[src/hdl/bpg_pkg.sv]
`timescale 1ns / 1ps
// ----------------------------------------------------------------------------
// bpg_pkg
// Shared types and constants for the beep pattern generator.
// ----------------------------------------------------------------------------
package bpg_pkg;

    localparam int unsigned CMD_W   = 2;
    localparam int unsigned TIME_W  = 16;
    localparam int unsigned COUNT_W = 8;
    localparam int unsigned TICKS_W = TIME_W + 1;

    localparam logic [TICKS_W-1:0] START_DELAY = TICKS_W'(1);

    typedef enum logic [CMD_W-1:0] {
        CMD_TICK  = 2'd0,
        CMD_START = 2'd1,
        CMD_STOP  = 2'd2
    } cmd_t;

    // Start settings, packed as on the input tdata (last field lowest)
    typedef struct packed {
        logic [COUNT_W-1:0] extra_groups;
        logic [TIME_W-1:0]  group_gap;
        logic [COUNT_W-1:0] beeps_per_group;
        logic [TIME_W-1:0]  off_period;
        logic [TIME_W-1:0]  on_time;
    } settings_t;

    typedef struct packed {
        logic pattern_active;
        logic buzzer_drive;
    } status_t;

endpackage

[src/hdl/bpg_core.sv]
`timescale 1ns / 1ps
// ----------------------------------------------------------------------------
// bpg_core
// Pattern state registers and the single-pass update for one transaction.
// ----------------------------------------------------------------------------
module bpg_core
(
    input  logic               clk,
    input  logic               rst_n,
    input  logic               step,
    input  logic [1:0]         cmd,
    input  bpg_pkg::settings_t settings,
    output bpg_pkg::status_t   status_next
);

    logic                                  active_reg,      active_next;
    logic                                  sounding_reg,    sounding_next;
    logic [bpg_pkg::COUNT_W-1:0]           beeps_left_reg,  beeps_left_next;
    logic [bpg_pkg::COUNT_W-1:0]           groups_left_reg, groups_left_next;
    logic [bpg_pkg::TICKS_W-1:0]           ticks_left_reg,  ticks_left_next;
    logic [bpg_pkg::TIME_W-1:0]            on_time_reg,     on_time_next;
    logic [bpg_pkg::TIME_W-1:0]            off_period_reg,  off_period_next;
    logic [bpg_pkg::COUNT_W-1:0]           group_size_reg,  group_size_next;
    logic [bpg_pkg::TIME_W-1:0]            gap_reg,         gap_next;
    logic [bpg_pkg::TICKS_W-1:0]           gap_plus_off;

    assign gap_plus_off = {1'b0, gap_reg} + {1'b0, off_period_reg};

    always_comb
    begin
        active_next      = active_reg;
        sounding_next    = sounding_reg;
        beeps_left_next  = beeps_left_reg;
        groups_left_next = groups_left_reg;
        ticks_left_next  = ticks_left_reg;
        on_time_next     = on_time_reg;
        off_period_next  = off_period_reg;
        group_size_next  = group_size_reg;
        gap_next         = gap_reg;

        unique case (cmd)
            bpg_pkg::CMD_TICK:
            begin
                if (active_reg)
                begin
                    if (ticks_left_reg <= bpg_pkg::TICKS_W'(1))
                    begin
                        if (!sounding_reg)
                        begin
                            sounding_next   = 1'b1;
                            beeps_left_next = beeps_left_reg - bpg_pkg::COUNT_W'(1);
                            ticks_left_next = {1'b0, on_time_reg};
                        end
                        else
                        begin
                            sounding_next = 1'b0;
                            if (beeps_left_reg != '0)
                            begin
                                ticks_left_next = {1'b0, off_period_reg};
                            end
                            else if (groups_left_reg != '0)
                            begin
                                groups_left_next = groups_left_reg - bpg_pkg::COUNT_W'(1);
                                beeps_left_next  = group_size_reg;
                                ticks_left_next  = gap_plus_off;
                            end
                            else
                            begin
                                active_next     = 1'b0;
                                ticks_left_next = '0;
                            end
                        end
                    end
                    else
                    begin
                        ticks_left_next = ticks_left_reg - bpg_pkg::TICKS_W'(1);
                    end
                end
            end
            bpg_pkg::CMD_START:
            begin
                active_next      = 1'b1;
                sounding_next    = 1'b0;
                on_time_next     = settings.on_time;
                off_period_next  = settings.off_period;
                group_size_next  = settings.beeps_per_group;
                beeps_left_next  = settings.beeps_per_group;
                gap_next         = settings.group_gap;
                groups_left_next = settings.extra_groups;
                ticks_left_next  = bpg_pkg::START_DELAY;
            end
            bpg_pkg::CMD_STOP:
            begin
                active_next      = 1'b0;
                sounding_next    = 1'b0;
                beeps_left_next  = '0;
                groups_left_next = '0;
                ticks_left_next  = '0;
                on_time_next     = '0;
                off_period_next  = '0;
                group_size_next  = '0;
                gap_next         = '0;
            end
            default:
            begin
            end
        endcase
    end

    assign status_next.buzzer_drive   = sounding_next;
    assign status_next.pattern_active = active_next;

    always_ff @(posedge clk or negedge rst_n)
    begin
        if (!rst_n)
        begin
            active_reg      <= 1'b0;
            sounding_reg    <= 1'b0;
            beeps_left_reg  <= '0;
            groups_left_reg <= '0;
            ticks_left_reg  <= '0;
            on_time_reg     <= '0;
            off_period_reg  <= '0;
            group_size_reg  <= '0;
            gap_reg         <= '0;
        end
        else if (step)
        begin
            active_reg      <= active_next;
            sounding_reg    <= sounding_next;
            beeps_left_reg  <= beeps_left_next;
            groups_left_reg <= groups_left_next;
            ticks_left_reg  <= ticks_left_next;
            on_time_reg     <= on_time_next;
            off_period_reg  <= off_period_next;
            group_size_reg  <= group_size_next;
            gap_reg         <= gap_next;
        end
    end

endmodule

[src/hdl/beep_pattern_generator.sv]
`timescale 1ns / 1ps
// ----------------------------------------------------------------------------
// beep_pattern_generator
// Buzzer beep pattern generator stepped by 1 ms tick transactions.
// ----------------------------------------------------------------------------
// Usage:
//   Slave channel: one transaction per tick, start or stop command.
//     s_tuser carries the command, s_tdata the start settings.
//   Master channel: one transaction per input transaction, reporting
//     buzzer drive and pattern activity after that input.
//   Result path: an accepted input waits in the input register, then
//     its state update is written to the result register.
//   Throughput: 1 transaction per cycle while m_tready stays high; the
//     state update is one pass of counter logic between the input and result registers.
//   Reset: pattern idle, buzzer off, both registers empty.
//   Stall: with m_tready low the result register holds; the input
//     register still fills, then s_tready drops until the result drains.
// ----------------------------------------------------------------------------
module beep_pattern_generator
(
    input  logic        clk,
    input  logic        rst_n,

    input  logic        s_tvalid,
    output logic        s_tready,
    input  logic [63:0] s_tdata,   // on_time, off_period, beeps_per_group, group_gap, extra_groups
    input  logic [1:0]  s_tuser,   // cmd

    output logic        m_tvalid,
    input  logic        m_tready,
    output logic [7:0]  m_tdata    // buzzer_drive, pattern_active, zero pad
);

    logic                 in_valid_reg;
    logic [1:0]           cmd_reg;
    bpg_pkg::settings_t   settings_reg;
    logic                 out_valid_reg;
    bpg_pkg::status_t     status_reg;
    bpg_pkg::status_t     status_next;
    logic                 advance;

    assign advance  = in_valid_reg && (!out_valid_reg || m_tready);
    assign s_tready = !in_valid_reg || advance;

    bpg_core u_core
    (
        .clk         (clk),
        .rst_n       (rst_n),
        .step        (advance),
        .cmd         (cmd_reg),
        .settings    (settings_reg),
        .status_next (status_next)
    );

    always_ff @(posedge clk or negedge rst_n)
    begin
        if (!rst_n)
        begin
            in_valid_reg  <= 1'b0;
            out_valid_reg <= 1'b0;
        end
        else
        begin
            if (s_tready)
            begin
                in_valid_reg <= s_tvalid;
            end
            if (advance)
            begin
                out_valid_reg <= 1'b1;
            end
            else if (m_tready)
            begin
                out_valid_reg <= 1'b0;
            end
        end
    end

    always_ff @(posedge clk)
    begin
        if (s_tvalid && s_tready)
        begin
            cmd_reg      <= s_tuser;
            settings_reg <= bpg_pkg::settings_t'(s_tdata);
        end
        if (advance)
        begin
            status_reg <= status_next;
        end
    end

    assign m_tvalid = out_valid_reg;
    assign m_tdata  = {6'b0, status_reg.pattern_active, status_reg.buzzer_drive};

`ifndef SYNTHESIS
    a_buzz_needs_active: assert property (@(posedge clk) disable iff (!rst_n)
        m_tvalid |-> (!m_tdata[0] || m_tdata[1]))
        else $error("buzzer on without active pattern");

    a_start_result: assert property (@(posedge clk) disable iff (!rst_n)
        (advance && cmd_reg == bpg_pkg::CMD_START) |=> (m_tdata[1] && !m_tdata[0]))
        else $error("start did not give active silent result");

    a_stop_result: assert property (@(posedge clk) disable iff (!rst_n)
        (advance && cmd_reg == bpg_pkg::CMD_STOP) |=> (!m_tdata[1] && !m_tdata[0]))
        else $error("stop did not silence pattern");

    a_empty_ready: assert property (@(posedge clk) disable iff (!rst_n)
        !in_valid_reg |-> s_tready)
        else $error("input register empty but not ready");
`endif

endmodule

[config.mk]
export PLATFORM = sky130hd
export DESIGN_NAME = beep_pattern_generator
export DESIGN_NICKNAME = d
export VERILOG_FILES = /design/src/hdl/bpg_pkg.sv /design/src/hdl/bpg_core.sv /design/src/hdl/beep_pattern_generator.sv
export SDC_FILE = /design/constraint.sdc
export NUM_CORES = 1
export LEC_CHECK = 0
export BUFFER_PORTS_ARGS = -buffer_cell sky130_fd_sc_hd__buf_2
export CAP_MARGIN = 20
export CORE_UTILIZATION = 30
export DETAILED_ROUTE_END_ITERATION = 12
export GPL_ROUTABILITY_DRIVEN = 1
export GPL_TIMING_DRIVEN = 0
export PLACE_DENSITY_LB_ADDON = 0.2
export SLEW_MARGIN = 10
export SYNTH_ARGS = -nofsm -noshare
export SYNTH_HDL_FRONTEND = slang
export SYNTH_SLANG_ARGS = --single-unit
[constraint.sdc]
create_clock -name clk -period 3.4 [get_ports clk]
set_input_delay 0.17 -clock clk [delete_from_list [all_inputs] [get_ports clk]]
set_output_delay 0.17 -clock clk [all_outputs]
set_load 0.005 [all_outputs]
==> flow_metrics.py, run 1 <==
metrics = {
    "status": {
        "status": "completed",
    },
    "grt": {
        "combined_global_route_utilization_of_all_metal_layers": 0.173,
        "via_count_of_the_first_global_routing_pass": 6542,
        "global_route_wire_length_before_repair_mm": 37.5,
        "initial_antenna_violation_count": 0,
        "grt-ovfl-total": 0,
        "grt_max_degree": 73,
    },
    "floorplanning": {
        "rows": 60,
        "chipHeight_um": 168,
        "initial_core_utilization": 0.306,
        "die_width_um": 168,
        "boundaryPins": 80,
        "core_region_area_um2": 27000,
        "die_area_um2": 28200,
    },
    "routing": {
        "antenna_violating_nets_left": 0,
        "post-route-drc-count": 0,
        "routedWlPerCell_um": 17.7,
        "via_count": 6716,
        "route.detailed.vias_per_inst": 5.05,
        "detail_route.iter0.violations": 364,
        "wl_mm": 23.6,
        "drt_first_pass_iters": 4,
    },
    "placed_design": {
        "place.detailed.hpwl_mm": 16.9,
        "gp_congestion": 0.871,
        "dp_worst_setup_slack_ns": 0.280,
        "placement.io_buffers": 73,
    },
    "finish": {
        "share_of_final_layout_standard_cells_stronger_than_drive_strength_1": 0.141,
        "layout.area.seq_um2": 4370,
        "multi_input_comb_area_um2": 3600,
        "largest_reg_flops": 64,
        "filler_cell_count": 2668,
        "num_antenna_cells": 0,
        "growth_of_design_area_from_synthesis_to_finish_pct": 26.1,
        "finish.net_count": 1073,
    },
    "yosys": {
        "yosys_warnings": 0,
        "synth.cell_area_um2": 8250,
        "synthFlopType": "sky130_fd_sc_hd__dfrtp_1",
        "synth-seq-cells": 161,
        "synth-edff-count": 68,
        "synth-async-reset-ratio": 0.578,
        "synthesis.instances": 809,
        "synth.lib_cells_used.distinct": 69,
        "ys_seq_area_frac": 0.529,
        "syn_avg_cell_area_um2": 10.2,
    },
    "sta": {
        "rsz0062_at_grt": "no",
        "worst_pin_slew_ns": 0.835,
        "finalCriticalPeriod_ns": 3.17,
        "drv_slew": 0,
        "setup_slack_ns": 0.228,
        "maxSlewHeadroom": 0.436,
        "hold_viol_final": 0,
        "fmax_mhz": 315,
        "report.final.setup_viol": 0,
        "layout_worst_path_cycle_share": 0.933,
        "hold-worst-slack_ns": 0.0730,
        "maximum_clock_skew_at_final_layout_ns": 0.0113,
    },
    "clock_network": {
        "post_cts.resized_instances": 0,
        "cts_max_path_buffers": 2,
        "clkSinkCount": 161,
        "worst_skew_pair_later_pin_latency_ns": 0.42,
        "htree_num_levels": 4,
        "cts.clk_slew.worst_paths_ns": 0.07,
        "tritoncts_clock_tree": "done",
        "cts_buffers": 17,
        "clock-root-buffer": "sky130_fd_sc_hd__clkbuf_16",
    },
    "worst_hold_path": {
        "whs_path_depth": 3,
        "holdCritPathClass": "in2reg",
        "hold_path.startpoint": "m_tready",
    },
    "critical_path": {
        "worst_r2r_path_depth": 7,
        "data_required_time_of_the_worst_path_ns": 3.55,
        "timing_worst_setup_path_type": "reg2reg",
        "worst_r2r_startpoint": "u_core.ticks_left_reg[5]$_DFFE_PN0P_",
        "cp_data_arrival_time_ns": 3.32,
        "timing.critical_path.to_type": "register",
        "startpoint_type": "register",
        "timing.critical_path.fanout_max": 10,
        "crit_start": "u_core.ticks_left_reg[5]$_DFFE_PN0P_",
    },
    "job": {
        "max_cap_violations": 0,
    },
    "power": {
        "power.density_cell_area_nw_per_um2": 663,
        "power.leakage_nw": 4.26,
        "irDropWorstVdd_uv": 323,
    },
}
## final cells by class
cell class	instances	share of cell area
flip-flops and latches	161	0.420
well taps	341	0.0410
multi-input cells	585	0.346
plain buffers	48	0.0219
clock inverters	15	0.0165
inverters	20	0.00722
clock buffers	17	0.0409
repair buffers	143	0.106
## path summary, 6_finish.rpt
| path | endpoint | slack, ns |
|---|---|---|
| worst min-delay path | in_valid_reg$_DFFE_PN0N_ | 0.07 |
| worst min register to register | u_core.on_time_reg[1]$_DFFE_PN0P_ | 0.49 |
| max in group asynchronous | u_core.off_period_reg[9]$_DFFE_PN0P_ | 2.56 |
| worst max-delay path | m_tdata[1]$_DFFE_PP_ | 0.23 |
| min in group asynchronous | u_core.groups_left_reg[6]$_DFFE_PN0P_ | 0.16 |
| worst max register to register | m_tdata[1]$_DFFE_PP_ | 0.23 |
## Yosys cell counts, types with 6 or more instances
library cell	number	area (µm²)
sky130_fd_sc_hd__ha_1	26	325
sky130_fd_sc_hd__clkbuf_1	37	139
sky130_fd_sc_hd__o211ai_1	8	60.1
sky130_fd_sc_hd__o21a_1	6	45.0
sky130_fd_sc_hd__o21ai_0	105	526
sky130_fd_sc_hd__edfxtp_1	68	2040
sky130_fd_sc_hd__inv_1	18	67.6
sky130_fd_sc_hd__nor4_1	7	43.8
sky130_fd_sc_hd__nor2_1	45	169
sky130_fd_sc_hd__nor3_1	24	120
sky130_fd_sc_hd__nand3_1	12	60.1
sky130_fd_sc_hd__a21oi_1	22	110
sky130_fd_sc_hd__a31oi_1	6	37.5
sky130_fd_sc_hd__nand2_1	100	375
sky130_fd_sc_hd__o31ai_1	6	45.0
sky130_fd_sc_hd__buf_4	6	45.0
sky130_fd_sc_hd__or3_1	6	37.5
sky130_fd_sc_hd__a221oi_1	6	52.6
sky130_fd_sc_hd__a21o_1	9	67.6
sky130_fd_sc_hd__nand4_1	9	56.3
sky130_fd_sc_hd__xnor2_1	8	70.1
sky130_fd_sc_hd__a22o_1	7	61.3
sky130_fd_sc_hd__nand2b_1	63	394
sky130_fd_sc_hd__dfrtp_1	93	2330
sky130_fd_sc_hd__a211oi_1	7	52.6
sky130_fd_sc_hd__and3_1	8	50.1
## through the flow
stage	TNS (ns)	instance area, µm²	utilization	cells	power (mW)
after floorplan	0	8270	-	814	4.20
after global placement	-1.43	9060	0.336	1228	4.84
after detailed placement	0	9130	0.339	1230	4.87
after CTS	0	10400	0.386	1330	6.90
after global routing	0	10400	0.386	1330	7.32
final	0	10400	0.386	1330	6.89
## placed cells by master (no fill, tap or decap), types with 24 or more instances in the layout
master and n:
sky130_fd_sc_hd__nand2_1 100, sky130_fd_sc_hd__dlygate4sd3_1 68, sky130_fd_sc_hd__buf_2 74, sky130_fd_sc_hd__nor3_1 24, sky130_fd_sc_hd__o21ai_0 105, sky130_fd_sc_hd__clkbuf_1 37, sky130_fd_sc_hd__edfxtp_1 68, sky130_fd_sc_hd__ha_1 26
sky130_fd_sc_hd__dfrtp_1 93, sky130_fd_sc_hd__nor2_1 45, sky130_fd_sc_hd__nand2b_1 63
## cell families after synthesis
kind of cell / share of synthesized area
compound gates: 0.176
other cells: 0.000454
mux: 0.0180
xor+xnor: 0.0117
fa+ha+maj: 0.0418
buf+inv: 0.0367
flops: 0.529
simple gates: 0.186
## worst max-delay path, cell delays in order, from the launching register on
cell and delay (ns):
sky130_fd_sc_hd__dfrtp_1 0.43, sky130_fd_sc_hd__or3_4 0.42, sky130_fd_sc_hd__or4_4 0.54, sky130_fd_sc_hd__buf_6 0.15, sky130_fd_sc_hd__nor2_1 0.44, sky130_fd_sc_hd__nand2_1 0.28, sky130_fd_sc_hd__o311ai_0 0.53, sky130_fd_sc_hd__nand2_1 0.11
## power by group
| part | leakage [nW] | internal, mW | switching [mW] |
|---|---|---|---|
| combinational | 2.15 | 0.889 | 1.22 |
| sequential | 1.82 | 2.42 | 0.390 |
| clock | 0.290 | 1.11 | 0.863 |
| total | 4.26 | 4.42 | 2.48 |
## timing repair
action,in CTS,in global routing
hold endpoints to repair,160,0
buffers inserted,0,0
hold buffers,68,0
## per-layer routing
layer,share of wire,vias up,GRT usage
met1,0.49,3233,0.242
met2,0.46,165,0.271
li1,-,3288,-
met5,0,-,0
met3,0.033,30,0.0242
met4,0.024,0,0.0634
No activity file was read; power rests on OpenSTA's default activity.
==> run 2: changes to the inputs <==
Settings changed: GPL_ROUTABILITY_DRIVEN 1 to 0.
Clock period 3.4 ns to 3.7 ns, I/O delays scaled along.
==> run 2 against run 1 <==
Against the previous run:
- clock power is 5% lower
- critical path depth grew 1
- non-clock buffer count unchanged
- global-route usage up 0.16 points
- first-iteration DRC count up 38%
- die area unchanged
- via count down 0.57%
- wire length hardly changed
- hold slack lost 0.0030 ns
- combinational power down 8%
- maximum frequency is 1.3% lower
==> flow_metrics.py, run 2 (synthesis results as in run 1) <==
metrics = {
    "status": {
        "status": "completed",
    },
    "placed_design": {
        "place.detailed.hpwl_mm": 17.0,
        "placement.io_buffers": 73,
        "dpl-instance-area_um2": 9130,
        "dp_worst_setup_slack_ns": 0.602,
    },
    "finish": {
        "finish.utilization": 0.387,
        "num_antenna_cells": 0,
        "share_of_final_layout_standard_cells_stronger_than_drive_strength_1": 0.140,
        "largest_reg_flops": 64,
        "final_design_area_no_fill_um2": 10400,
        "growth_of_design_area_from_synthesis_to_finish_pct": 26.4,
        "finish.net_count": 1073,
        "layout.cells.most_common_list": "105 x sky130_fd_sc_hd__o21ai_0, 100 x sky130_fd_sc_hd__nand2_1, 93 x sky130_fd_sc_hd__dfrtp_1",
        "layout_commonest_cell": "sky130_fd_sc_hd__o21ai_0",
    },
    "floorplanning": {
        "rows": 60,
        "chipHeight_um": 168,
        "core_region_area_um2": 27000,
        "boundaryPins": 80,
        "initial_core_utilization": 0.306,
        "die_area_um2": 28200,
        "die_width_um": 168,
    },
    "critical_path": {
        "critical_path_depth": 8,
        "slowest_delay_ns": 0.48,
        "crit_family": "simple AND/OR/NAND/NOR gates",
        "worst_path_max_delay_cell": "sky130_fd_sc_hd__nor4_1",
        "timing.critical_path.to_type": "register",
        "wp_buf_inv": 2,
        "timing.critical_path.fanout_max": 10,
        "data_required_time_of_the_worst_path_ns": 4.06,
        "most_frequent_cell_on_the_critical_path": "sky130_fd_sc_hd__clkbuf_1",
        "crit_chain": "nor4_1 -> and3_1 -> clkbuf_1 -> and2_1 -> clkbuf_1 -> o21ai_0 -> o31ai_1 -> a32o_1",
        "cp_data_arrival_time_ns": 3.57,
        "timing_worst_setup_path_type": "reg2reg",
        "worst_r2r_path_depth": 8,
        "startpoint_type": "register",
    },
    "power": {
        "report.power.total_mw": 6.40,
        "power.density_cell_area_nw_per_um2": 613,
        "power.leakage_nw": 4.28,
        "irDropWorstVdd_uv": 263,
    },
    "clock_network": {
        "cts.clk_slew.worst_paths_ns": 0.07,
        "post_cts.resized_instances": 0,
        "cts_setup_buffers": 0,
        "tritoncts_clock_tree": "done",
        "worst_skew_pair_later_pin_latency_ns": 0.43,
        "cts_max_path_buffers": 2,
        "clock-root-buffer": "sky130_fd_sc_hd__clkbuf_16",
        "clkSinkCount": 161,
        "htree_num_levels": 4,
        "cts_buffers": 17,
    },
    "routing": {
        "via_count": 6678,
        "antenna_violating_nets_left": 0,
        "post-route-drc-count": 0,
        "routedWlPerCell_um": 17.7,
        "route.detailed.vias_per_inst": 5.02,
        "wl_mm": 23.6,
        "drt_first_pass_iters": 4,
        "detail_route.iter0.violations": 502,
    },
    "grt": {
        "via_count_of_the_first_global_routing_pass": 6552,
        "grt_max_degree": 69,
        "combined_global_route_utilization_of_all_metal_layers": 0.174,
        "global_route_wire_length_before_repair_mm": 37.7,
        "grt-ovfl-total": 0,
        "initial_antenna_violation_count": 0,
    },
    "sta": {
        "fin_tns_setup_ns": 0,
        "hold_viol_final": 0,
        "worst_pin_slew_ns": 0.875,
        "layout_worst_path_cycle_share": 0.868,
        "fmax_mhz": 311,
        "drv_slew": 0,
        "maxSlewHeadroom": 0.409,
        "finalCriticalPeriod_ns": 3.21,
        "maximum_clock_skew_at_final_layout_ns": 0.0120,
        "report.final.setup_viol": 0,
        "setup_slack_ns": 0.487,
        "rsz0062_at_grt": "no",
    },
    "job": {
        "max_cap_violations": 0,
    },
    "worst_hold_path": {
        "holdCritPathClass": "in2reg",
        "whs_path_depth": 3,
    },
}
==> run 2: layer usage <==
layer | GRT usage | wire (µm)
met2 | 0.271 | 10800
met5 | 0 | 0
met1 | 0.247 | 11500
met4 | 0.0630 | 534
met3 | 0.0256 | 798
==> run 2: what timing repair did <==
item / CTS / global route
hold endpoints to repair: 93 / 0
hold buffers: 68 / 0
endpoints found under the setup margin: 0 / 0
==> run 2: final cells by class <==
type	instances	area [µm²]
multi-input combinational	585	3600
fill	2667	16500
tap	341	427
sequential	161	4370
clock inverter	15	194
timing repair buffer	143	1110
clock buffer	17	425
buffer	48	228
inverter	20	75.1
==> run 2: final timing paths <==
kind	to	slack [ns]	startpoint
min	in_valid_reg$_DFFE_PN0N_	0.07	m_tready
max in group asynchronous	u_core.gap_reg[13]$_DFFE_PN0P_	2.86	rst_n
min reg2reg	u_core.group_size_reg[5]$_DFFE_PN0P_	0.49	u_core.group_size_reg[5]$_DFFE_PN0P_
max reg2reg	u_core.ticks_left_reg[14]$_DFFE_PN0P_	0.49	u_core.beeps_left_reg[4]$_DFFE_PN0P_
max	u_core.ticks_left_reg[14]$_DFFE_PN0P_	0.49	u_core.beeps_left_reg[4]$_DFFE_PN0P_
min in group asynchronous	u_core.groups_left_reg[6]$_DFFE_PN0P_	0.19	rst_n
==> run 2: power breakdown <==
part	internal, mW	switching [mW]	total [mW]	leakage, nW
registers	2.23	0.356	2.58	1.82
clock network	1.08	0.793	1.88	0.306
logic	0.817	1.12	1.94	2.15
==> run 2: worst reg2reg max path: stages, from the launching register on <==
cell                       delay [ns]
sky130_fd_sc_hd__dfrtp_1         0.43
sky130_fd_sc_hd__nor4_1          0.48
sky130_fd_sc_hd__and3_1          0.23
sky130_fd_sc_hd__clkbuf_1        0.39
sky130_fd_sc_hd__and2_1          0.29
sky130_fd_sc_hd__clkbuf_1        0.45
sky130_fd_sc_hd__o21ai_0         0.18
sky130_fd_sc_hd__o31ai_1         0.45
sky130_fd_sc_hd__a32o_1          0.24
==> run 2: per-stage QoR <==
step	hold slack (ns)	instances
after floorplan	-0.111	814
after global placement	0.361	1228
after detailed placement	0.0841	1230
after CTS	0.0743	1330
after global routing	0.104	1330
final	0.0700	1330
